File: config.mk
export PLATFORM = sky130hd
export DESIGN_NAME = superio_config_register_port_top
export DESIGN_NICKNAME = d
export VERILOG_FILES = /design/src/sv/sio_pkg.sv /design/src/sv/sio_ram.sv /design/src/sv/sio_ctrl.sv /design/src/sv/superio_config_register_port_top.sv
export VERILOG_INCLUDE_DIRS = /design/src /design/src/sv
export SDC_FILE = /design/constraint.sdc
export NUM_CORES = 1
export LEC_CHECK = 0
export BUFFER_PORTS_ARGS = -buffer_cell sky130_fd_sc_hd__buf_2
export CAP_MARGIN = 40
export CORE_MARGIN = 1.5
export CORE_UTILIZATION = 33
export DETAILED_ROUTE_END_ITERATION = 12
export GPL_TIMING_DRIVEN = 0
export PLACE_DENSITY = 0.5
export SLEW_MARGIN = 30
export SYNTH_ARGS = -nofsm -noshare
export SYNTH_HDL_FRONTEND = slang
export SYNTH_SLANG_ARGS = --single-unit
File: constraint.sdc
create_clock -name i_clk -period 3.6 [get_ports i_clk]
set_input_delay 0.18 -clock i_clk [delete_from_list [all_inputs] [get_ports i_clk]]
set_output_delay 0.18 -clock i_clk [all_outputs]
set_load 0.02 [all_outputs]
File: src/sv/superio_config_register_port_top_defines.svh
// assertion macros for the super-i/o configuration register port
`ifndef SUPERIO_CONFIG_REGISTER_PORT_TOP_DEFINES_SVH
`define SUPERIO_CONFIG_REGISTER_PORT_TOP_DEFINES_SVH

`ifndef SYNTHESIS
// same-cycle implication, disabled while reset is asserted
`define SIO_ASSERT_NOW(lbl, clk, rstn, ante, cons, msg) \
    lbl: assert property (@(posedge clk) disable iff (!rstn) (ante) |-> (cons)) \
        else $error(msg);
// next-cycle implication, disabled while reset is asserted
`define SIO_ASSERT_NEXT(lbl, clk, rstn, ante, cons, msg) \
    lbl: assert property (@(posedge clk) disable iff (!rstn) (ante) |=> (cons)) \
        else $error(msg);
`else
`define SIO_ASSERT_NOW(lbl, clk, rstn, ante, cons, msg)
`define SIO_ASSERT_NEXT(lbl, clk, rstn, ante, cons, msg)
`endif

`endif

File: src/sv/sio_pkg.sv
// shared types, constants and default table of the configuration register port
package sio_pkg;

    localparam int NUM_REGS_DEF = 42;

    localparam logic [7:0] UNLOCK_KEY   = 8'h55;
    localparam logic [7:0] LOCK_KEY     = 8'hAA;
    localparam logic [7:0] STATUS_READY = 8'h80;

    localparam logic [2:0] PORT_INDEX  = 3'd0;
    localparam logic [2:0] PORT_DATA   = 3'd1;
    localparam logic [2:0] PORT_STATUS = 3'd4;

    // memory access issued by the control stage
    typedef struct packed {
        logic       wr_en;
        logic       rd_en;
        logic [7:0] index;
        logic [7:0] wdata;
    } t_mem_req;

    // how the result byte is formed in the output stage
    typedef struct packed {
        logic       use_ram;
        logic [7:0] rbyte;
    } t_read_sel;

    // power-on value of each setting register
    function automatic logic [7:0] f_default(input logic [7:0] idx);
        logic [7:0] val;
        case (idx)
            8'h00:   val = 8'h28;
            8'h01:   val = 8'h9C;
            8'h02:   val = 8'h88;
            8'h03:   val = 8'h78;
            8'h06:   val = 8'hFF;
            8'h0D:   val = 8'h03;
            8'h0E:   val = 8'h02;
            8'h1E:   val = 8'h3C;
            8'h20:   val = 8'h3C;
            8'h21:   val = 8'h3C;
            8'h22:   val = 8'h3D;
            default: val = 8'h00;
        endcase
        return val;
    endfunction

endpackage

File: src/sv/sio_ram.sv
// generic single-write, single-read ram with registered read data
module sio_ram #(
    parameter  int WIDTH  = 8,
    parameter  int DEPTH  = 42,
    localparam int ADDR_W = (DEPTH > 1) ? $clog2(DEPTH) : 1
) (
    input  logic              i_clk,
    input  logic              i_wr_en,
    input  logic [ADDR_W-1:0] i_wr_addr,
    input  logic [WIDTH-1:0]  i_wr_data,
    input  logic              i_rd_en,
    input  logic [ADDR_W-1:0] i_rd_addr,
    output logic [WIDTH-1:0]  o_rd_data
);

    logic [WIDTH-1:0] r_mem [DEPTH];
    logic [WIDTH-1:0] r_rd_data;

    always_ff @(posedge i_clk) begin
        if (i_wr_en) begin
            r_mem[i_wr_addr] <= i_wr_data;
        end
        if (i_rd_en) begin
            r_rd_data <= r_mem[i_rd_addr];
        end
    end

    assign o_rd_data = r_rd_data;

endmodule

File: src/sv/sio_ctrl.sv
// unlock sequencer, index register, written flags and read decode
module sio_ctrl #(
    parameter int NUM_REGS = sio_pkg::NUM_REGS_DEF
) (
    input  logic               i_clk,
    input  logic               i_rst_n,
    input  logic               i_fire,
    input  logic               i_action,
    input  logic [2:0]         i_port,
    input  logic [7:0]         i_wdata,
    output sio_pkg::t_mem_req  o_mem,
    output sio_pkg::t_read_sel o_sel
);

    import sio_pkg::*;

    localparam int         ADDR_W = (NUM_REGS > 1) ? $clog2(NUM_REGS) : 1;
    localparam logic [8:0] LIMIT  = 9'(NUM_REGS);

    typedef enum logic [1:0] {
        ST_LOCKED = 2'd0,
        ST_HALF   = 2'd1,
        ST_OPEN   = 2'd2
    } t_stage;

    t_stage              r_stage, n_stage;
    logic [7:0]          r_index, n_index;
    logic [NUM_REGS-1:0] r_written;

    logic              unlocked;
    logic              in_range;
    logic              written;
    logic              data_hit;
    logic              wr_hit;
    logic              rd_hit;
    logic [ADDR_W-1:0] addr;

    assign addr     = r_index[ADDR_W-1:0];
    assign unlocked = (r_stage == ST_OPEN);
    assign in_range = ({1'b0, r_index} < LIMIT);
    assign written  = in_range && r_written[addr];
    assign data_hit = unlocked && in_range && (i_port == PORT_DATA);
    assign wr_hit   = data_hit && i_action;
    assign rd_hit   = data_hit && !i_action;

    always_comb begin
        o_mem.wr_en = i_fire && wr_hit;
        o_mem.rd_en = i_fire && rd_hit && written;
        o_mem.index = r_index;
        o_mem.wdata = i_wdata;

        o_sel.use_ram = rd_hit && written;
        if (rd_hit) begin
            o_sel.rbyte = written ? 8'h00 : f_default(r_index);
        end else if (!i_action && (i_port == PORT_STATUS)) begin
            o_sel.rbyte = STATUS_READY;
        end else begin
            o_sel.rbyte = 8'h00;
        end
    end

    always_comb begin
        n_stage = r_stage;
        n_index = r_index;
        if (i_fire && i_action && (i_port == PORT_INDEX)) begin
            if (i_wdata == UNLOCK_KEY) begin
                case (r_stage)
                    ST_LOCKED: n_stage = ST_HALF;
                    ST_HALF:   n_stage = ST_OPEN;
                    default:   n_stage = r_stage;
                endcase
            end else if (i_wdata == LOCK_KEY) begin
                n_stage = ST_LOCKED;
            end else if (unlocked) begin
                n_index = i_wdata;
            end
        end
    end

    always_ff @(posedge i_clk) begin
        if (!i_rst_n) begin
            r_stage   <= ST_LOCKED;
            r_index   <= 8'h00;
            r_written <= '0;
        end else begin
            r_stage <= n_stage;
            r_index <= n_index;
            if (o_mem.wr_en) begin
                r_written[addr] <= 1'b1;
            end
        end
    end

endmodule

File: src/sv/superio_config_register_port_top.sv
// top level of the super-i/o configuration register port
//
//  channel | signals                            | request moves
//  --------+------------------------------------+------------------------------
//  input   | i_valid, o_stall, i_action/port/wd | one bus access (read/write)
//  output  | o_valid, i_stall, o_rdata          | one read-data byte per access
//
// one request per cycle sustained while i_stall is low; an accepted request shows
// on o_rdata and can be taken once it has passed the input register, then the
// control stage and the ram read port into the output register
// the setting ram has one write and one registered read port, both used by
// the control stage; a flag per entry makes unwritten entries read as default
// reset is synchronous and returns to locked, index 0, all entries at default
// i_stall holds the output register; the input register still takes one more
// request, and o_stall rises only when both stages are full and stalled
`include "superio_config_register_port_top_defines.svh"

module superio_config_register_port_top #(
    parameter int NUM_REGS = sio_pkg::NUM_REGS_DEF
) (
    input  logic       i_clk,
    input  logic       i_rst_n,
    input  logic       i_valid,
    output logic       o_stall,
    input  logic       i_action,
    input  logic [2:0] i_port,
    input  logic [7:0] i_wdata,
    output logic       o_valid,
    input  logic       i_stall,
    output logic [7:0] o_rdata
);

    import sio_pkg::*;

    localparam int ADDR_W = (NUM_REGS > 1) ? $clog2(NUM_REGS) : 1;

    // input register
    logic       r_v1;
    logic       r_action;
    logic [2:0] r_port;
    logic [7:0] r_wdata;

    // output register (ram read data sits alongside it)
    logic       r_v2;
    logic       r_use_ram;
    logic [7:0] r_byte;

    logic       advance;
    logic       fire;
    logic       load;
    logic [7:0] ram_q;

    t_mem_req  mem;
    t_read_sel sel;

    // output stage can take a new result when empty or being drained
    assign advance = !r_v2 || !i_stall;
    assign fire    = r_v1 && advance;
    assign o_stall = r_v1 && !advance;
    assign load    = i_valid && !o_stall;

    always_ff @(posedge i_clk) begin
        if (!i_rst_n) begin
            r_v1 <= 1'b0;
            r_v2 <= 1'b0;
        end else begin
            r_v1 <= load || (r_v1 && !fire);
            if (advance) begin
                r_v2 <= r_v1;
            end
        end
    end

    // payload registers, no reset needed
    always_ff @(posedge i_clk) begin
        if (load) begin
            r_action <= i_action;
            r_port   <= i_port;
            r_wdata  <= i_wdata;
        end
        if (fire) begin
            r_use_ram <= sel.use_ram;
            r_byte    <= sel.rbyte;
        end
    end

    sio_ctrl #(
        .NUM_REGS (NUM_REGS)
    ) u_ctrl (
        .i_clk    (i_clk),
        .i_rst_n  (i_rst_n),
        .i_fire   (fire),
        .i_action (r_action),
        .i_port   (r_port),
        .i_wdata  (r_wdata),
        .o_mem    (mem),
        .o_sel    (sel)
    );

    // ram read only fires with the request, so its data holds under a stall
    sio_ram #(
        .WIDTH (8),
        .DEPTH (NUM_REGS)
    ) u_ram (
        .i_clk     (i_clk),
        .i_wr_en   (mem.wr_en),
        .i_wr_addr (mem.index[ADDR_W-1:0]),
        .i_wr_data (mem.wdata),
        .i_rd_en   (mem.rd_en),
        .i_rd_addr (mem.index[ADDR_W-1:0]),
        .o_rd_data (ram_q)
    );

    assign o_valid = r_v2;
    assign o_rdata = r_use_ram ? ram_q : r_byte;

    `SIO_ASSERT_NOW(a_stall_cause, i_clk, i_rst_n, o_stall, o_valid && i_stall,
        "input stalled without a stalled full output")
    `SIO_ASSERT_NOW(a_empty_takes, i_clk, i_rst_n, !r_v1, !o_stall,
        "empty input register refused a request")
    `SIO_ASSERT_NEXT(a_write_zero, i_clk, i_rst_n, fire && r_action,
        o_valid && (o_rdata == 8'h00), "write request gave nonzero read data")
    `SIO_ASSERT_NEXT(a_status_read, i_clk, i_rst_n, fire && !r_action && (r_port == PORT_STATUS),
        o_valid && (o_rdata == STATUS_READY), "status read did not return ready")

endmodule
After elaboration in Yosys (flattened, before gate mapping):

Memory sizes are Yosys's and may differ from the RTL's. A register that Yosys moved wholly into a read port is not among the register bits.
Index checks and enable logic that the tools add are counted.

* flip-flop bits (word level): 75
* RAM bits: 336
* input bits: 16
* memories kept: 1

Memories
* u_ram.r_mem: words 42, width 8, rd ports 1, clocked after Yosys merged registers in 1, wr ports 1, line sio_ram.sv:16 `logic [WIDTH-1:0] r_mem [DEPTH];`

* order comparisons: 3
* equality and inequality tests: 17
* mux-type cells: 14
* bitwise logic cells: 3
* reduce and logical (&&, ||, !) cells: 32

Operator list (number)
* case mux 8 bit (9 select lines): 1
* bitwise OR 42 bit: 1
* two-way mux 8 bit: 4
* equality test 8 x 6 -> 1 bit (second input constant): 3
* logical AND 1 bit: 17
* equality test 8 x 2 -> 1 bit (second input constant): 2
* equality test 8 x 4 -> 1 bit (second input constant): 2
* equality test 8 x 1 -> 1 bit (second input constant): 1
* equality test 8 x 3 -> 1 bit (second input constant): 1
* equality test 8 x 5 -> 1 bit (second input constant): 1
* equality test 8 x 7 -> 1 bit (second input constant): 1
* equality test 8 bit (second input constant): 1
* zero test 8 bit: 1
* less-than comparator 8 x 6 -> 1 bit (second input constant): 1
* less-than comparator 6 x 7 -> 1 bit (second input constant): 1
* binary-select mux 1 bit (select 6 bit): 1
* demux 1 bit (select 6 bit): 1
* >= comparator 6 x 1 -> 1 bit (second input constant): 1
* zero test 1 bit: 6
* two-way mux 1 bit: 4
* two-way mux 2 bit: 2
* case mux 2 bit (2 select lines): 1
* AND reduction 4 bit: 1
* equality test 3 x 1 -> 1 bit (second input constant): 1
* other kinds (11): 13

Longest topological paths before layout:

* depth after elaboration: 7
* mapped depth: 9

Hierarchy:

A second synthesis with hierarchy kept.

* cell total of the unflattened synthesis: 1102
* area total of the unflattened synthesis: 17503.0 um^2

By module, submodules not included
* sio_ram: times used 1, cells each 739, area each 13839.5 um^2, seq. area each 10329.9 um^2
* sio_ctrl: times used 1, cells each 325, area each 2822.7 um^2, seq. area each 1041.0 um^2
* superio_config_register_port_top: times used 1, cells each 38, area each 840.8 um^2, seq. area each 670.6 um^2

Worst setup path after synthesis:

OpenSTA, ideal clock, no wires.

* path kind: reg2reg
* from: register r_v2 (netlist: o_valid)
* to: memory u_ram.r_mem[16][0], enable pin
* setup time: 0.398 ns
* arrival: 2.278 ns
* required time: 3.202 ns
* path slack: 0.924 ns
* cell stages (with the launch flop): 6
* cell sequence: dfxtp_1 a21boi_2 and4_1 clkbuf_2 nand2_1 nor4_1

* cells in the longest elaborated chain, start to end: 6

RTL lines
* start, declared: line superio_config_register_port_top.sv:44 `logic r_v2;`
* start signal, assigned: line superio_config_register_port_top.sv:69 `r_v2 <= r_v1;`
* zero test 1 bit: line superio_config_register_port_top.sv:57 `assign advance = !r_v2 || !i_stall;`
* logical OR 1 bit: line superio_config_register_port_top.sv:57
* logical AND 1 bit: line superio_config_register_port_top.sv:58 `assign fire = r_v1 && advance;`
* named net fire: line superio_config_register_port_top.sv:49 `logic fire;`
* logical AND 1 bit: line sio_ctrl.sv:47 `o_mem.wr_en = i_fire && wr_hit;`
* two-way mux 1 bit: line sio_ram.sv:20 `if (i_wr_en) begin`
* two-way mux 1 bit (not written as such): line sio_ram.sv:21 `r_mem[i_wr_addr] <= i_wr_data;`
* end, declared: line sio_ram.sv:16

The timed path passes the listed nets, and every way through them passes these cells.

Worst setup path in the final report:

* from: register u_ctrl.r_index[2]
* to: memory u_ram.r_mem[39][2], enable pin

* cells in the longest elaborated chain, start to end: 7

RTL lines
* start, declared: line sio_ctrl.sv:27 `logic [7:0] r_index, n_index;`
* start signal, assigned: line sio_ctrl.sv:87 `r_index <= n_index;`
* less-than comparator 8 x 6 -> 1 bit: line sio_ctrl.sv:40 `assign in_range = ({1'b0, r_index} < LIMIT);`
* logical AND 1 bit (2 in a row): line sio_ctrl.sv:42 `assign data_hit = unlocked && in_range && (i_port == PORT_DATA);`
* logical AND 1 bit: line sio_ctrl.sv:43 `assign wr_hit = data_hit && i_action;`
* logical AND 1 bit: line sio_ctrl.sv:47
* two-way mux 1 bit: line sio_ram.sv:20
* two-way mux 1 bit (not written as such): line sio_ram.sv:21

Several ways; a longest one is shown, not always the timed one.

==> metrics <==
reg-to-reg endpoint u_ram.r_mem[39][2]; Post-synth EDFFs 365; Yosys reg bits 419; routed len/inst 23.32 um; Clock Power Share 0.450; CP Max Fanout 10; DRT Pass-1 Iters 6; status completed; Internal Power 7.986 mW; Gate Count Post-Synth 893; Comb power frac 0.016; R2R cell count 6; Worst R2R Setup Slack 590 ps; Root Buffer clkbuf_16; antenna cell count 0; Worst R2R Start u_ctrl.r_index[2]; setup bufs post-CTS 0; Sw Ratio 0.1974; first-pass GRT wire length 59,280 um; Routed Antenna Nets 0; fin. max-slew vios 0; clk slew on worst S/H paths 60 ps; Clock Latency Late Sink 570 ps; FFs w/ async S/R, synth 0; TNS Setup 0 ps; CTS resizes 0; Hold Crit Start i_rst_n; initial DRC count 681; port buffer count 24; core area 49,250 um2; CTS H-tree lvls 2; critical path class register to register; maxcap violations 0; CP arrival 3290 ps; Rel. slew slack 0.4449; final setup fails 0; vias in the first global route 8,852; GRT Total Usage 0.1594; commonest cells after routing, fill and taps aside edfxtp_1 (365), mux4_2 (68), dfxtp_1 (54), clkbuf_16 (47); clk_skew 33.40 ps; Final HPWL DP 28,330 um; Worst Path Required 3890 ps; drc violations 0; final wirelength 40,410 um; area grow syn2layout 18.70%; Syn Area/Cell 18.53 um2; Switch Pwr 1.964 mW; Synth Warn # 0; Die Width 227.0 um; share of the yosys chip area belonging to registers 0.7275; Worst IR Drop VDD 466.8 uV; TritonCTS clock tree yes; I/O pin cnt 26; Hold Path Class input port to register; leakage power 6.164 nW; Netlist cell types 56; register share of total power 0.534; ratio of cells with drive above 1 in the final layout 0.2610; hold depth 2; Die ar. 51,510 um2; total number of vias 8,866; initial core utilization 0.3360; Synth Flop Type edfxtp_1; Syn Std Cell Area 16,550 um2; leading cell type in the layout, fill and taps excluded edfxtp_1; Via density 5.116; PwrDens 506.5 nW/um2; initial antenna violation count 3; post-route setup slack 593.7 ps; Crit. End Element register; Slew @ Worst Pin 826.5 ps; FP Rows 81; Clock Path Buffers 3; fillcell total 4,580; Num CTS Buffers 45; Clock Sinks 419; Final Hold Vio Count 0; Fmax 0.3326 GHz; nets 1,050; Worst Hold Path EP u_ctrl.r_stage[1]; time the worst path needs with I/O delays and setup 3006 ps; pin count of the biggest net entering global routing 25; period utilization 0.8351; critical path launch point type register; GR Overflow Total 0; chip height 227.0 um; RSZ-0062 raised after global routing no; post-synth net total 909; dpl ws 624.2 ps; GP Congestion 0.8332
-- stage by stage --
step                      cell area [um2]  std cells  utilization  power, mW  hold slack (ps)
after floorplan                     16550        893            -      5.460            278.9
after detailed placement            18050       1636       0.3665      5.558            358.1
after global routing                19650       1733       0.3989      10.25            73.60
after CTS                           19630       1732       0.3986      10.04            23.39
after global placement              17500       1581       0.3553      5.529            356.8
final                               19650       1733       0.3989      9.950            43.43
-- cell usage after synthesis, types with 2 or more instances --
library cell  count  area share
a211oi_1          5      0.0023
a21oi_1           4      0.0012
a22oi_1           5      0.0023
and3_1            2     0.00076
and4_1            2      0.0011
buf_1             6      0.0014
buf_2            12      0.0036
buf_4             8      0.0036
buf_6            10      0.0068
clkbuf_1         12      0.0027
clkbuf_2          2     0.00060
dfxtp_1          54       0.065
edfxtp_1        365        0.66
inv_1             3     0.00068
mux2_2           16       0.011
mux2i_1          34       0.021
mux4_1           14       0.022
mux4_2           68       0.093
nand2_1          33      0.0075
nand2b_1          5      0.0019
nand3_1          12      0.0036
nand3b_1          2     0.00091
nand4_1           6      0.0023
nor2_1           48       0.011
nor2b_1          18      0.0068
nor3_1            5      0.0015
nor4_1            4      0.0015
o211ai_1          9      0.0041
o21a_1           44       0.020
o21ai_0           6      0.0018
o21ai_1           9      0.0027
o22ai_1          32       0.012
or2_1             2     0.00076
or2_2             3      0.0011
or3_1             2     0.00076
or4_1             8      0.0036
or4b_2            2      0.0012
or4bb_1           2      0.0014
xor2_1            2      0.0011
-- cells by family after synthesis --
family	synth area share
AO/OA/AOI/OAI	0.05284
XOR/XNOR	0.001059
buffers and inverters	0.01943
flip-flops	0.7275
multiplexers	0.1462
AND/OR/NAND/NOR	0.05292
-- layer usage --
| layer | global-route usage | share of wire | vias to the layer above |
|---|---|---|---|
| met1 | 0.2278 | 0.46 | 4630 |
| met3 | 0.02723 | 0.048 | 71 |
| met5 | 0 | 0.00027 | - |
| li1 | - | - | 3924 |
| met4 | 0.05277 | 0.027 | 2 |
| met2 | 0.2478 | 0.46 | 239 |
-- flip-flops by register name, indices dropped and copies added, names as in the netlist --
signal and flops:
o_valid 1, u_ctrl.r_stage 2, u_ram.o_rd_data 8, r_port 3
r_use_ram 1, u_ram.r_mem 336, u_ctrl.r_written 42, r_byte 8
r_action 1, r_v1 1, r_wdata 8, u_ctrl.r_index 8
-- what timing repair did --
| action | in CTS | in global routing |
|---|---|---|
| endpoints found under the setup margin | 0 | 0 |
| endpoints found under the hold margin | 14 | 0 |
| hold buffers | 14 | 0 |
-- how the worst max path moves through the flow --
stage / from / to / slack [ps]
final: u_ctrl.r_index[2] / u_ram.r_mem[39][2] / 590
after global routing: u_ctrl.r_index[2] / u_ram.r_mem[39][2] / 400
after CTS: o_valid / u_ram.r_mem[10][1] / 580
after detailed placement: r_v1 / u_ram.r_mem[39][2] / 620
after global placement: o_valid / u_ram.r_mem[16][0] / -480
after floorplan: o_valid / u_ram.r_mem[16][0] / 920
-- worst max-delay path, stage by stage (launching register included) --
cell      delay (ps)
dfxtp_1          340
buf_2            230
clkbuf_1         400
buf_1            440
nand3_1          420
nor2_1           620
buf_4            250
-- power groups by stage --
stage | clock (mW) | combinational [mW] | sequential, mW
floorplan | 0 | 0.0317 | 5.43
global placement | 0 | 0.0552 | 5.47
detailed placement | 0 | 0.143 | 5.42
CTS | 4.58 | 0.155 | 5.31
global route | 4.77 | 0.168 | 5.31
finish | 4.48 | 0.156 | 5.31
-- layout make-up --
class | instances | area, um2 | share of cell area
repair buffers | 94 | 790.8 | 0.04025
clock buffers | 66 | 1297 | 0.06604
multi-input cells | 421 | 4222 | 0.2149
clock inverters | 16 | 142.6 | 0.007260
flip-flops and latches | 419 | 12040 | 0.6129
plain buffers | 50 | 310.3 | 0.01579
inverters | 3 | 11.26 | 0.0005732
well taps | 664 | 830.8 | 0.04229
Note: power is estimated with default switching activity, not from simulation.
